===== src/sv/evtdec_pkg.sv =====
// evtdec_pkg: types, word type codes and constants for the event word stream decoder
// used by evtdec_front, evtdec_fifo, evtdec_back and event_camera_word_stream_decoder
package evtdec_pkg;

    localparam int TIMESTAMP_BITS_DEFAULT = 48;
    localparam int QUEUE_DEPTH            = 4;
    localparam int CFG_ADDR_W             = 3;
    localparam int CFG_DATA_W             = 32;
    localparam int TS_OUT_W               = 48;
    localparam int MASK_W                 = 12;

    localparam logic [3:0] TYPE_Y        = 4'h0;
    localparam logic [3:0] TYPE_X_SINGLE = 4'h2;
    localparam logic [3:0] TYPE_X_BASE   = 4'h3;
    localparam logic [3:0] TYPE_VECT_12  = 4'h4;
    localparam logic [3:0] TYPE_VECT_8   = 4'h5;
    localparam logic [3:0] TYPE_TIME_LOW = 4'h6;
    localparam logic [3:0] TYPE_TIME_HI  = 4'h8;
    localparam logic [3:0] TYPE_TRIGGER  = 4'hA;

    localparam logic [CFG_ADDR_W-1:0] REG_TRIGGER_ENABLE = 3'd0;

    localparam logic [63:0] LOOP_SPAN      = 64'h0000_0000_0100_0000;
    localparam logic [63:0] WRAP_THRESHOLD = 64'h0000_0000_00FF_F000 - (64'd10 << 12);

    localparam logic [15:0] VECT_12_SPAN = 16'd12;
    localparam logic [15:0] VECT_8_SPAN  = 16'd8;

    typedef struct packed {
        logic                is_trigger;
        logic [MASK_W-1:0]   mask;
        logic [15:0]         x_base;
        logic [10:0]         y;
        logic                polarity;
        logic [TS_OUT_W-1:0] timestamp;
        logic                level;
        logic [3:0]          channel;
    } cmd_t;

    typedef struct packed {
        logic                is_trigger;
        logic [15:0]         pixel_x;
        logic [10:0]         pixel_y;
        logic                polarity;
        logic [TS_OUT_W-1:0] timestamp_us;
        logic                trigger_level;
        logic [3:0]          trigger_channel;
        logic                last;
    } result_t;

endpackage


===== src/sv/evtdec_front.sv =====
// evtdec_front: accepts raw words, keeps the decode state and queues event commands
// depends on evtdec_pkg
module evtdec_front #(
    parameter int TIMESTAMP_BITS = evtdec_pkg::TIMESTAMP_BITS_DEFAULT
) (
    input  logic               clk,
    input  logic               rst_n,
    input  logic               trigger_enable,
    input  logic               in_valid,
    output logic               in_stall,
    input  logic [15:0]        raw_word,
    input  logic               queue_full,
    output logic               push,
    output evtdec_pkg::cmd_t   push_cmd
);
    import evtdec_pkg::*;

    logic                      synced_reg, synced_next;
    logic [TIMESTAMP_BITS-1:0] time_base_reg, time_base_next;
    logic [TIMESTAMP_BITS-1:0] now_time_reg, now_time_next;
    logic [10:0]               row_reg, row_next;
    logic [15:0]               column_base_reg, column_base_next;
    logic                      vector_polarity_reg, vector_polarity_next;
    logic [23:0]               loop_count_reg, loop_count_next;

    logic                      accept;
    logic [3:0]                word_type;
    logic [11:0]               payload;
    logic [63:0]               nb_full;
    logic [TIMESTAMP_BITS-1:0] nb;
    logic [TIMESTAMP_BITS-1:0] diff;
    logic                      wrapped;
    logic [TIMESTAMP_BITS-1:0] nb_adj;
    logic [TS_OUT_W-1:0]       ts_out;

    assign in_stall  = queue_full;
    assign accept    = in_valid && !queue_full;
    assign word_type = raw_word[15:12];
    assign payload   = raw_word[11:0];

    // loop count and payload sit in disjoint bit ranges
    assign nb_full = {16'd0, loop_count_reg, payload, 12'd0};
    assign nb      = nb_full[TIMESTAMP_BITS-1:0];
    assign diff    = time_base_reg - nb;
    assign wrapped = synced_reg && (time_base_reg > nb)
                     && (64'(diff) >= WRAP_THRESHOLD);
    assign nb_adj  = wrapped ? nb + TIMESTAMP_BITS'(LOOP_SPAN) : nb;
    assign ts_out  = TS_OUT_W'(64'(now_time_reg));

    always_comb
    begin
        synced_next          = synced_reg;
        time_base_next       = time_base_reg;
        now_time_next        = now_time_reg;
        row_next             = row_reg;
        column_base_next     = column_base_reg;
        vector_polarity_next = vector_polarity_reg;
        loop_count_next      = loop_count_reg;
        push                 = 1'b0;
        push_cmd             = '0;
        push_cmd.timestamp   = ts_out;
        push_cmd.y           = row_reg;
        if (accept && (synced_reg || word_type == TYPE_TIME_HI))
        begin
            case (word_type)
                TYPE_Y:
                begin
                    row_next = payload[10:0];
                end
                TYPE_X_SINGLE:
                begin
                    push              = 1'b1;
                    push_cmd.mask     = 12'd1;
                    push_cmd.x_base   = {5'd0, payload[10:0]};
                    push_cmd.polarity = payload[11];
                end
                TYPE_X_BASE:
                begin
                    column_base_next     = {5'd0, payload[10:0]};
                    vector_polarity_next = payload[11];
                end
                TYPE_VECT_12:
                begin
                    push              = (payload != 12'd0);
                    push_cmd.mask     = payload;
                    push_cmd.x_base   = column_base_reg;
                    push_cmd.polarity = vector_polarity_reg;
                    column_base_next  = column_base_reg + VECT_12_SPAN;
                end
                TYPE_VECT_8:
                begin
                    push              = (payload[7:0] != 8'd0);
                    push_cmd.mask     = {4'd0, payload[7:0]};
                    push_cmd.x_base   = column_base_reg;
                    push_cmd.polarity = vector_polarity_reg;
                    column_base_next  = column_base_reg + VECT_8_SPAN;
                end
                TYPE_TIME_LOW:
                begin
                    now_time_next = time_base_reg + TIMESTAMP_BITS'(payload);
                end
                TYPE_TIME_HI:
                begin
                    synced_next    = 1'b1;
                    time_base_next = nb_adj;
                    now_time_next  = nb_adj;
                    if (wrapped)
                    begin
                        loop_count_next = loop_count_reg + 24'd1;
                    end
                end
                TYPE_TRIGGER:
                begin
                    push                = trigger_enable;
                    push_cmd.is_trigger = 1'b1;
                    push_cmd.mask       = 12'd1;
                    push_cmd.y          = 11'd0;
                    push_cmd.level      = payload[0];
                    push_cmd.channel    = payload[11:8];
                end
                default:
                begin
                end
            endcase
        end
    end

    always_ff @(posedge clk or negedge rst_n)
    begin
        if (!rst_n)
        begin
            synced_reg          <= 1'b0;
            time_base_reg       <= '0;
            now_time_reg        <= '0;
            row_reg             <= '0;
            column_base_reg     <= '0;
            vector_polarity_reg <= 1'b0;
            loop_count_reg      <= '0;
        end
        else
        begin
            synced_reg          <= synced_next;
            time_base_reg       <= time_base_next;
            now_time_reg        <= now_time_next;
            row_reg             <= row_next;
            column_base_reg     <= column_base_next;
            vector_polarity_reg <= vector_polarity_next;
            loop_count_reg      <= loop_count_next;
        end
    end

`ifndef SYNTHESIS
    // once locked to a time base the decoder never drops it
    a_synced_holds: assert property (@(posedge clk) disable iff (!rst_n)
        synced_reg |=> synced_reg)
        else $error("sync lost");

    // nothing is queued before the first time-high word
    a_no_push_unsynced: assert property (@(posedge clk) disable iff (!rst_n)
        (push && !synced_reg) |-> 1'b0)
        else $error("push before sync");
`endif

endmodule


===== src/sv/evtdec_fifo.sv =====
// evtdec_fifo: short command queue between decode front and expansion back
// depends on evtdec_pkg
module evtdec_fifo #(
    parameter int DEPTH = evtdec_pkg::QUEUE_DEPTH
) (
    input  logic             clk,
    input  logic             rst_n,
    input  logic             push,
    input  evtdec_pkg::cmd_t push_cmd,
    output logic             full,
    input  logic             pop,
    output evtdec_pkg::cmd_t pop_cmd,
    output logic             not_empty
);
    import evtdec_pkg::*;

    localparam int PTR_W = (DEPTH > 1) ? $clog2(DEPTH) : 1;
    localparam int CNT_W = $clog2(DEPTH + 1);

    cmd_t             mem [DEPTH];
    logic [PTR_W-1:0] wr_ptr_reg, wr_ptr_next;
    logic [PTR_W-1:0] rd_ptr_reg, rd_ptr_next;
    logic [CNT_W-1:0] count_reg, count_next;

    assign full      = (count_reg == CNT_W'(DEPTH));
    assign not_empty = (count_reg != '0);
    assign pop_cmd   = mem[rd_ptr_reg];

    always_comb
    begin
        wr_ptr_next = wr_ptr_reg;
        rd_ptr_next = rd_ptr_reg;
        count_next  = count_reg;
        if (push)
        begin
            wr_ptr_next = (wr_ptr_reg == PTR_W'(DEPTH - 1)) ? '0 : wr_ptr_reg + PTR_W'(1);
        end
        if (pop)
        begin
            rd_ptr_next = (rd_ptr_reg == PTR_W'(DEPTH - 1)) ? '0 : rd_ptr_reg + PTR_W'(1);
        end
        if (push && !pop)
        begin
            count_next = count_reg + CNT_W'(1);
        end
        else if (pop && !push)
        begin
            count_next = count_reg - CNT_W'(1);
        end
    end

    always_ff @(posedge clk)
    begin
        if (push)
        begin
            mem[wr_ptr_reg] <= push_cmd;
        end
    end

    always_ff @(posedge clk or negedge rst_n)
    begin
        if (!rst_n)
        begin
            wr_ptr_reg <= '0;
            rd_ptr_reg <= '0;
            count_reg  <= '0;
        end
        else
        begin
            wr_ptr_reg <= wr_ptr_next;
            rd_ptr_reg <= rd_ptr_next;
            count_reg  <= count_next;
        end
    end

`ifndef SYNTHESIS
    a_no_overflow: assert property (@(posedge clk) disable iff (!rst_n)
        full |-> !push)
        else $error("queue overflow");

    a_no_underflow: assert property (@(posedge clk) disable iff (!rst_n)
        pop |-> not_empty)
        else $error("queue underflow");
`endif

endmodule


===== src/sv/evtdec_back.sv =====
// evtdec_back: expands queued commands into result beats, one per set mask bit
// depends on evtdec_pkg
module evtdec_back (
    input  logic                clk,
    input  logic                rst_n,
    input  logic                cmd_avail,
    input  evtdec_pkg::cmd_t    cmd,
    output logic                pop,
    output logic                out_valid,
    input  logic                out_stall,
    output evtdec_pkg::result_t result
);
    import evtdec_pkg::*;

    cmd_t              cur_reg, cur_next;
    logic              cur_valid_reg, cur_valid_next;
    logic              out_valid_reg, out_valid_next;
    result_t           result_reg, result_next;

    logic              advance;
    logic [MASK_W-1:0] low_bit;
    logic [MASK_W-1:0] rest;
    logic [3:0]        low_idx;
    logic              last_bit;

    assign low_bit  = cur_reg.mask & (~cur_reg.mask + MASK_W'(1));
    assign rest     = cur_reg.mask & ~low_bit;
    assign last_bit = (rest == '0);
    assign advance  = cur_valid_reg && (!out_valid_reg || !out_stall);
    assign pop      = cmd_avail && (!cur_valid_reg || (advance && last_bit));

    always_comb
    begin
        low_idx = 4'd0;
        for (int i = 0; i < MASK_W; i++)
        begin
            if (low_bit[i])
            begin
                low_idx = 4'(i);
            end
        end
    end

    always_comb
    begin
        cur_next       = cur_reg;
        cur_valid_next = cur_valid_reg;
        out_valid_next = out_valid_reg;
        result_next    = result_reg;
        if (out_valid_reg && !out_stall)
        begin
            out_valid_next = 1'b0;
        end
        if (advance)
        begin
            out_valid_next              = 1'b1;
            result_next.is_trigger      = cur_reg.is_trigger;
            result_next.pixel_x         = cur_reg.x_base + {12'd0, low_idx};
            result_next.pixel_y         = cur_reg.y;
            result_next.polarity        = cur_reg.polarity;
            result_next.timestamp_us    = cur_reg.timestamp;
            result_next.trigger_level   = cur_reg.level;
            result_next.trigger_channel = cur_reg.channel;
            result_next.last            = last_bit;
            cur_next.mask               = rest;
            if (last_bit)
            begin
                cur_valid_next = 1'b0;
            end
        end
        if (pop)
        begin
            cur_next       = cmd;
            cur_valid_next = 1'b1;
        end
    end

    assign out_valid = out_valid_reg;
    assign result    = result_reg;

    always_ff @(posedge clk)
    begin
        cur_reg    <= cur_next;
        result_reg <= result_next;
    end

    always_ff @(posedge clk or negedge rst_n)
    begin
        if (!rst_n)
        begin
            cur_valid_reg <= 1'b0;
            out_valid_reg <= 1'b0;
        end
        else
        begin
            cur_valid_reg <= cur_valid_next;
            out_valid_reg <= out_valid_next;
        end
    end

`ifndef SYNTHESIS
    // an active command always has at least one beat left
    a_cur_nonempty: assert property (@(posedge clk) disable iff (!rst_n)
        cur_valid_reg |-> (cur_reg.mask != '0))
        else $error("empty active command");

    // a beat that is stalled keeps its contents
    a_beat_held: assert property (@(posedge clk) disable iff (!rst_n)
        (out_valid_reg && out_stall) |=> (out_valid_reg && $stable(result_reg)))
        else $error("stalled beat changed");
`endif

endmodule


===== src/sv/event_camera_word_stream_decoder.sv =====
// event_camera_word_stream_decoder: raw 16-bit event word decoder, top level
// path: an event word passes the command queue, the current command and the result registers
// throughput: one word per cycle in unless in_stall, one beat per cycle out unless out_stall;
// a vector word gives one beat per set mask bit, the 4-entry command queue absorbs bursts
// reset: asynchronous, clears decode state, queue and trigger_enable; no clearing pass
module event_camera_word_stream_decoder #(
    parameter int TIMESTAMP_BITS = evtdec_pkg::TIMESTAMP_BITS_DEFAULT
) (
    input  logic                                   clk,
    input  logic                                   rst_n,
    input  logic                                   psel,
    input  logic                                   penable,
    input  logic                                   pwrite,
    input  logic [evtdec_pkg::CFG_ADDR_W-1:0]      paddr,
    input  logic [evtdec_pkg::CFG_DATA_W-1:0]      pwdata,
    output logic [evtdec_pkg::CFG_DATA_W-1:0]      prdata,
    output logic                                   pready,
    input  logic                                   in_valid,
    output logic                                   in_stall,
    input  logic [15:0]                            raw_word,
    output logic                                   out_valid,
    input  logic                                   out_stall,
    output logic                                   is_trigger,
    output logic [15:0]                            pixel_x,
    output logic [10:0]                            pixel_y,
    output logic                                   polarity,
    output logic [evtdec_pkg::TS_OUT_W-1:0]        timestamp_us,
    output logic                                   trigger_level,
    output logic [3:0]                             trigger_channel,
    output logic                                   last
);
    import evtdec_pkg::*;

    logic    trigger_enable_reg, trigger_enable_next;
    logic    cfg_write;
    logic    push;
    cmd_t    push_cmd;
    logic    queue_full;
    logic    pop;
    cmd_t    pop_cmd;
    logic    queue_avail;
    result_t result;

    assign pready    = 1'b1;
    assign cfg_write = psel && penable && pwrite;
    assign prdata    = (paddr[CFG_ADDR_W-1] == REG_TRIGGER_ENABLE[CFG_ADDR_W-1])
                       ? {{(CFG_DATA_W-1){1'b0}}, trigger_enable_reg} : '0;

    always_comb
    begin
        trigger_enable_next = trigger_enable_reg;
        if (cfg_write && paddr[CFG_ADDR_W-1] == REG_TRIGGER_ENABLE[CFG_ADDR_W-1])
        begin
            trigger_enable_next = pwdata[0];
        end
    end

    always_ff @(posedge clk or negedge rst_n)
    begin
        if (!rst_n)
        begin
            trigger_enable_reg <= 1'b0;
        end
        else
        begin
            trigger_enable_reg <= trigger_enable_next;
        end
    end

    evtdec_front #(
        .TIMESTAMP_BITS (TIMESTAMP_BITS)
    ) u_front (
        .clk            (clk),
        .rst_n          (rst_n),
        .trigger_enable (trigger_enable_reg),
        .in_valid       (in_valid),
        .in_stall       (in_stall),
        .raw_word       (raw_word),
        .queue_full     (queue_full),
        .push           (push),
        .push_cmd       (push_cmd)
    );

    evtdec_fifo #(
        .DEPTH (QUEUE_DEPTH)
    ) u_fifo (
        .clk       (clk),
        .rst_n     (rst_n),
        .push      (push),
        .push_cmd  (push_cmd),
        .full      (queue_full),
        .pop       (pop),
        .pop_cmd   (pop_cmd),
        .not_empty (queue_avail)
    );

    evtdec_back u_back (
        .clk       (clk),
        .rst_n     (rst_n),
        .cmd_avail (queue_avail),
        .cmd       (pop_cmd),
        .pop       (pop),
        .out_valid (out_valid),
        .out_stall (out_stall),
        .result    (result)
    );

    assign is_trigger      = result.is_trigger;
    assign pixel_x         = result.pixel_x;
    assign pixel_y         = result.pixel_y;
    assign polarity        = result.polarity;
    assign timestamp_us    = result.timestamp_us;
    assign trigger_level   = result.trigger_level;
    assign trigger_channel = result.trigger_channel;
    assign last            = result.last;

endmodule

===== config.mk =====
export PLATFORM = sky130hd
export DESIGN_NAME = event_camera_word_stream_decoder
export DESIGN_NICKNAME = d
export VERILOG_FILES = /design/src/sv/evtdec_pkg.sv /design/src/sv/evtdec_front.sv /design/src/sv/evtdec_fifo.sv /design/src/sv/evtdec_back.sv /design/src/sv/event_camera_word_stream_decoder.sv
export SDC_FILE = /design/constraint.sdc
export NUM_CORES = 1
export LEC_CHECK = 0
export ABC_CLOCK_PERIOD_IN_PS = 8900
export BUFFER_PORTS_ARGS = -buffer_cell sky130_fd_sc_hd__buf_2
export CORE_ASPECT_RATIO = 1.75
export CORE_UTILIZATION = 30
export CTS_CLUSTER_DIAMETER = 120
export DETAILED_ROUTE_END_ITERATION = 10
export PLACE_DENSITY = 0.55
export RECOVER_POWER = 100
export SYNTH_ARGS = -nofsm -noshare
export SYNTH_HDL_FRONTEND = slang
export SYNTH_SLANG_ARGS = --single-unit

===== constraint.sdc =====
create_clock -name clk -period 8.9 [get_ports clk]
set_input_delay 0.89 -clock clk [delete_from_list [all_inputs] [get_ports clk]]
set_output_delay 0.89 -clock clk [all_outputs]
set_load 0.005 [all_outputs]

==> out/results.md, run 1 <==
### Synth
* edfxtp_1 — area leader, netlist
* 2.34% — post-synthesis share of cell area spent on xor and xnor gates
* 29600 µm² — post-synthesis instance area
* compound AO/OA/AOI/OAI gates — main combinational cell family by area after synthesis
* 700 — number of storage elements in the synthesis netlist
* 7.79% — proportion of synthesized area in mux cells
* 2.35% — share of synthesized cell area in full adder, half adder and majority cells
* 8.05% — area share of and/or/nand/nor cells after synthesis
* 2050 — gate count after technology mapping
* 553 — number of enable-type register cells in the synthesized netlist
* 21.0% — proportion of register bits with asynchronous set or reset after synthesis
* 0 — count of yosys warnings during synthesis
* 72 — Cell variety after synth
* 8.06% — compound-gate portion of the synthesized area
* edfxtp_1 — main flop type after synthesis
* 14.4 µm² — mean area per synthesized cell
* 56.1% — proportion of netlist area held by the largest area contributor
* edfxtp_1, dfrtp_1, mux4_2 — top area cells in the synthesized netlist
* 68.6% — fraction of the yosys area taken by sequential cells

### Floorplanning
* 152 — floorplan row count
* 417 µm — height of the die
* 97900 µm² — placeable core area
* 30.2% — initial core utilization
* 99900 µm² — die area
* 176 — io pins
* 239 µm — overall die width

### Finish
* edfxtp_1, nand2_1, dfrtp_1 — leading cell types in the layout, fill and taps excluded
* 0 — diode insertion count for antenna repair
* 33500 µm² — finished layout cell area
* 34.2% — utilization after layout
* 3511 — count of non-filler cells in the finished layout
* 2261 — Total Nets Final
* 13.3% — layout cell share with drive strength beyond 1
* 376 — flip-flop count of the largest register, all copies and words added
* 9473 — final-layout fill cell count
* 13.1% — signed area change from the synthesized netlist to the final layout
* edfxtp_1 — most common cell after layout, fill and taps aside

### Pwr
* 257 nW/µm² — power density over the cells
* 0.159 mV — worst vdd ir
* 11.6 nW — leakage power of the design
* 8.61 mW — Total Power

### Clock tree
* 2 — depth of the CTS H-tree
* 3 — CTS max path bufs
* 0 — count of hold-fix buffers inserted at cts
* 0 — # Post-CTS Setup Buffers
* done — TritonCTS clock tree
* 670 ps — worst-skew pair later-pin latency
* 61 — number of buffers added by the clock tree synthesis step
* 60 ps — clock input transition at the sequential cells of the worst setup and hold paths
* clkbuf_16 — cell chosen for the clock root
* 700 — total clock sinks
* 0 — number of gates resized after cts

### Job
* 16 — max-capacitance violation count

### Timing
* 0 ps — post-route setup TNS
* 78.2% — final worst-path cycle share
* 144 MHz — upper clock frequency limit
* -178% — Rel. slew slack
* 418 ps — smallest hold slack
* 740 — count of pins over their slew limit
* 1940 ps — final setup margin
* 0 — final hold violation count
* no — RSZ-0062 raised after global routing
* 44.2 ps — largest clock skew in the final design
* 0 — final-report setup violation count
* 4170 ps — transition time at the pin with the least slew margin
* 6960 ps — min cycle time layout

### Global routing
* 0 — global-route congestion overflow total
* 5 — number of antenna violations at the first check in global routing
* 1.71% — GR Layer Usage met3
* 28.8% — routing usage on met2
* 110000 µm — global-route wire length before repair
* met2 — most used routing layer in global routing
* 108 — largest net degree at the start of global routing
* 15.1% — Global Route met1 Usage
* 17.7k — vias in the first global route
* 14.6% — Global Route Usage Sum

### Drt
* 5 — DR pass1 iterations
* 17.1k — vias
* 72600 µm — final routed wirelength across all metal layers
* 0 — remaining routing DRC violations
* 957 — detailed router's first-iteration violation count
* 4.86 — via density per instance
* 0 — Routed Antenna Nets
* 20.7 µm — DR WL/cell

### Placement
* 3396 — Placed Instances
* 110 — number of port buffers
* 31500 µm² — cell area after placement
* 3250 ps — post-placement setup slack
* 49600 µm — detailed-placement wirelength estimate
* 0.886 — routability cong.

### Setup path
* 7110 ps — arrival time reported for the critical path endpoint
* 52 — largest driver fanout on the critical path
* register — Critical Path Sink Type
* in2reg — category of the critical setup timing path
* 9050 ps — worst path required time
* input port — startpoint types

### Status
* finished with violations — run status
* max-capacitance violations, max-slew violations — failing checks

### Hold path
* reg2reg — worst hold-check path type

[worst max-delay path, cell delays in order]
cell and delay [ps]:
clkbuf_1 260, nor3_1 360, and2_0 800, o21ai_0 650, nor2_1 660, and2_4 750
clkbuf_1 2600
[final timing paths]
kind | startpoint | endpoint | slack [ps] | depth (start not counted)
worst max-delay path | raw_word[12] | u_fifo.mem[2][15] | 1940 | 7
worst min-delay path | u_back.cur_reg[48] | u_back.result[49] | 420 | 0
worst max register to register | u_front.loop_count_reg[10] | u_front.loop_count_reg[17] | 2270 | 15
worst min register to register | u_back.cur_reg[48] | u_back.result[49] | 420 | 0
max in group asynchronous | rst_n | u_front.now_time_reg[13] | 2890 | 3
min in group asynchronous | rst_n | u_front.time_base_reg[35] | 970 | 1
[area by class of cell]
type                    count  area (µm²)  share of cell area (%)
multi-input cells        1193        8600                    25.7
repair buffers            132         594                    1.78
well taps                1309        1640                    4.89
clock buffers              80        1690                    5.04
clock inverters            35         422                    1.26
flip-flops and latches    700       20300                    60.6
inverters                  62         233                   0.695
[Yosys cell counts (4+ instances only)]
master	count
nor4_1	9
and2_1	23
edfxtp_1	553
ha_1	50
buf_4	32
and3_1	17
a31oi_1	17
a21boi_0	4
o221ai_1	7
a22o_1	8
a211oi_1	18
o21ai_0	133
a21o_1	7
o21ai_1	5
buf_1	12
o41ai_1	4
o211ai_1	6
xnor2_1	62
nand2b_1	10
a2111oi_0	7
nand2_1	207
clkbuf_1	70
dfrtp_1	147
a22oi_1	4
nor2b_1	9
nor2_1	128
o22ai_1	21
and4_1	4
nand3_1	38
xor2_1	17
inv_1	62
nor3_1	32
a21oi_1	106
mux4_2	94
o21a_1	13
buf_2	9
nand4_1	25
mux2_2	14
o31ai_1	5
or2_2	7
[kinds of logic (layout without fill, tap and decap cells)]
logic type | count (synthesis) | after routing
xor gates and xnor gates | 79 | 79
DFF | 700 | 700
muxes | 111 | 111
buffers and inverters | 187 | 309
AOI/OAI and AO/OA | 395 | 395
and+or+nand+nor | 522 | 522
other | 2 | 32
adders and majority gates | 54 | 54
[report_power, final]
| part | leakage, nW | switching, mW | internal (mW) |
|---|---|---|---|
| clock | 1.03 | 1.23 | 1.55 |
| combinational | 3.53 | 0.839 | 0.697 |
| sequential | 7.01 | 0.311 | 3.98 |
| total | 11.6 | 2.38 | 6.23 |
[layer usage]
metal,vias to the layer above,wire [µm]
li1,7882,-
met1,8640,26100
met2,412,41000
met3,134,2430
met4,6,3040
met5,-,39
(Power assumes the default switching activity.)
==> run 2: changes to the inputs <==
--- a/config.mk
+++ b/config.mk
@@ -5,7 +5,7 @@
 export SDC_FILE = /design/constraint.sdc
 export NUM_CORES = 1
 export LEC_CHECK = 0
-export ABC_CLOCK_PERIOD_IN_PS = 8900
+export ABC_CLOCK_PERIOD_IN_PS = 6500
 export BUFFER_PORTS_ARGS = -buffer_cell sky130_fd_sc_hd__buf_2
 export CORE_ASPECT_RATIO = 1.75
 export CORE_UTILIZATION = 30
==> constraint.sdc (replaced) <==
create_clock -name clk -period 6.5 [get_ports clk]
set_input_delay 0.65 -clock clk [delete_from_list [all_inputs] [get_ports clk]]
set_output_delay 0.65 -clock clk [all_outputs]
set_load 0.005 [all_outputs]
==> run 2 against run 1 <==
  * Total power up 37%
  * Non-clock buffer count up 4
  * Clock-buffer cell count down 6
  * Clock skew down 24 ps
  * First-iteration DRC count up 30%
  * The run still ends with max-capacitance violations, max-slew violations left
  * Via count about the same
  * Flip-flop and latch count unchanged
  * Routed wire length up 1.7%
  * Worst hold slack worse by 180 ps
==> out/results.md, run 2 (synthesis results as in run 1) <==
### Status
* finished with violations — run status
* max-capacitance violations, max-slew violations — failing checks

### Clock tree
* clkbuf_16 — cell chosen for the clock root
* 660 ps — worst-skew pair later-pin latency, about the same
* 2 — depth of the CTS H-tree, unchanged
* 70 ps — clock input transition at the sequential cells of the worst setup and hold paths, about the same
* done — TritonCTS clock tree
* 700 — total clock sinks, unchanged
* 3 — CTS max path bufs, unchanged
* 60 — number of buffers added by the clock tree synthesis step, -1.6%
* 0 — # Post-CTS Setup Buffers, unchanged

### Setup path
* 800 ps — reg-to-reg slack, setup, -1470 ps
* 14 — worst reg-to-reg path cell count, -1
* reg2reg — category of the critical setup timing path
* 20 — largest driver fanout on the critical path, -62%
* register — startpoint types
* 7070 ps — worst path required time, -1980 ps
* u_front.loop_count_reg[10] — launching point of the worst reg2reg path
* u_front.loop_count_reg[10] — Critical Path Start
* u_front.loop_count_reg[19] — last element of the critical path
* 6280 ps — arrival time reported for the critical path endpoint, -830 ps
* register — Critical Path Sink Type
* u_front.loop_count_reg[19] — endpoint of the most critical register-to-register path

### Timing
* 0 — final hold violation count, unchanged
* 636 — count of pins over their slew limit, -14%
* 19.7 ps — largest clock skew in the final design, -24.4 ps
* 87.8% — final worst-path cycle share
* 3920 ps — transition time at the pin with the least slew margin, -247 ps
* 0 ps — post-route setup TNS, unchanged
* 0 — final-report setup violation count, unchanged
* no — RSZ-0062 raised after global routing
* -162% — Rel. slew slack, +16 points
* 5700 ps — min cycle time layout
* 237 ps — smallest hold slack, -181 ps
* 175 MHz — upper clock frequency limit

### Finish
* edfxtp_1 — most common cell after layout, fill and taps aside
* edfxtp_1, nand2_1, dfrtp_1 — leading cell types in the layout, fill and taps excluded
* 376 — flip-flop count of the largest register, all copies and words added, unchanged
* 2264 — Total Nets Final, +0.13%
* 13.4% — signed area change from the synthesized netlist to the final layout
* 34.2% — utilization after layout, +0.079 points
* 13.1% — layout cell share with drive strength beyond 1, -0.20 points

### Floorplanning
* 176 — io pins, unchanged
* 417 µm — height of the die, unchanged
* 239 µm — overall die width, unchanged
* 97900 µm² — placeable core area, unchanged
* 152 — floorplan row count, unchanged
* 30.2% — initial core utilization, unchanged
* 99900 µm² — die area, unchanged

### Placement
* 110 — number of port buffers, unchanged
* 50700 µm — detailed-placement wirelength estimate, +2.2%
* 0.898 — routability cong., +1.4%

### Drt
* 17.1k — vias, -0.088%
* 73900 µm — final routed wirelength across all metal layers, +1.7%
* 0 — Routed Antenna Nets, unchanged
* 4.85 — via density per instance, -0.23%
* 1248 — detailed router's first-iteration violation count, +30%
* 0 — remaining routing DRC violations, unchanged
* 7 — DR pass1 iterations, +2
* 21.0 µm — DR WL/cell, +1.6%

### Pwr
* 0.221 mV — worst vdd ir, +39%
* 353 nW/µm² — power density over the cells, +37%
* 11.6 nW — leakage power of the design, about the same

### Global routing
* 14.9% — Global Route Usage Sum, +0.29 points
* 81 — largest net degree at the start of global routing, -25%
* 4 — number of antenna violations at the first check in global routing, -1
* 111000 µm — global-route wire length before repair, +1.5%
* 17.7k — vias in the first global route, -0.045%
* 0 — global-route congestion overflow total, unchanged

### Hold path
* in2reg — worst hold-check path type
* 2 — Worst Hold Path Cells, +2

### Job
* 14 — max-capacitance violation count, -2

==> run 2: report_power, final <==
part / switching [mW] / total (mW) / internal (mW) / leakage [nW]
Sequential: 0.460 / 5.91 / 5.45 / 7.01
Clock: 1.68 / 3.86 / 2.18 / 0.997
Combinational: 1.13 / 2.06 / 0.932 / 3.56
==> run 2: metrics by stage <==
| stage | power, mW | instances | setup WS [ps] | instance area (µm²) |
|---|---|---|---|---|
| final | 11.8 | 3516 | 795 | 33500 |
| after global placement | 8.06 | 3399 | 1100 | 31600 |
| after CTS | 12.0 | 3514 | 1040 | 33700 |
| after detailed placement | 8.13 | 3399 | 1070 | 31600 |
| after global routing | 12.4 | 3514 | 517 | 33500 |
| after floorplan | 7.33 | 2080 | 342 | 29700 |
==> run 2: final cells by class <==
type                       count  area, µm²
fill                        9416      64400
sequential                   700      20300
clock inverter                40        520
clock buffer                  74       1610
tap                         1309       1640
multi-input combinational   1193       8590
timing repair buffer         136        654
inverter                      62        233
antenna                        2       5.00
==> run 2: repair_timing <==
item / in CTS / in global routing
hold buffers: 1 / 0
resized for setup: 0 / 0
endpoints found under the hold margin: 15 / 0
==> run 2: how the worst min path moves through the flow <==
stage	startpoint	end
2_1_floorplan	rst_n	trigger_enable_reg
3_3_place_gp	u_back.cur_reg[63]	u_back.result[64]
3_5_place_dp	u_back.cur_reg[13]	u_back.result[14]
4_1_cts	pwdata[0]	trigger_enable_reg
5_1_grt	pwdata[0]	trigger_enable_reg
6_report	pwdata[0]	trigger_enable_reg
==> run 2: critical path: stages, from the launching register on <==
cell       delay [ps]
dfrtp_1           470
inv_1              70
ha_1              490
a21oi_1           230
o21ai_0           610
a21oi_1           160
a32o_1            250
a2111oi_0         790
and4_1            290
o2111ai_1         190
nor4_4            610
a21oi_1           430
clkbuf_1          540
nand4_1           320
xnor2_1           150
==> run 2: metal layers <==
metal | vias to the layer above | track usage [%] | routed length [µm]
li1 | 7903 | - | -
met3 | 125 | 2.01 | 2580
met4 | 4 | 6.74 | 3140
met1 | 8642 | 15.7 | 26900
met2 | 385 | 28.7 | 41200
met5 | - | 0 | 26
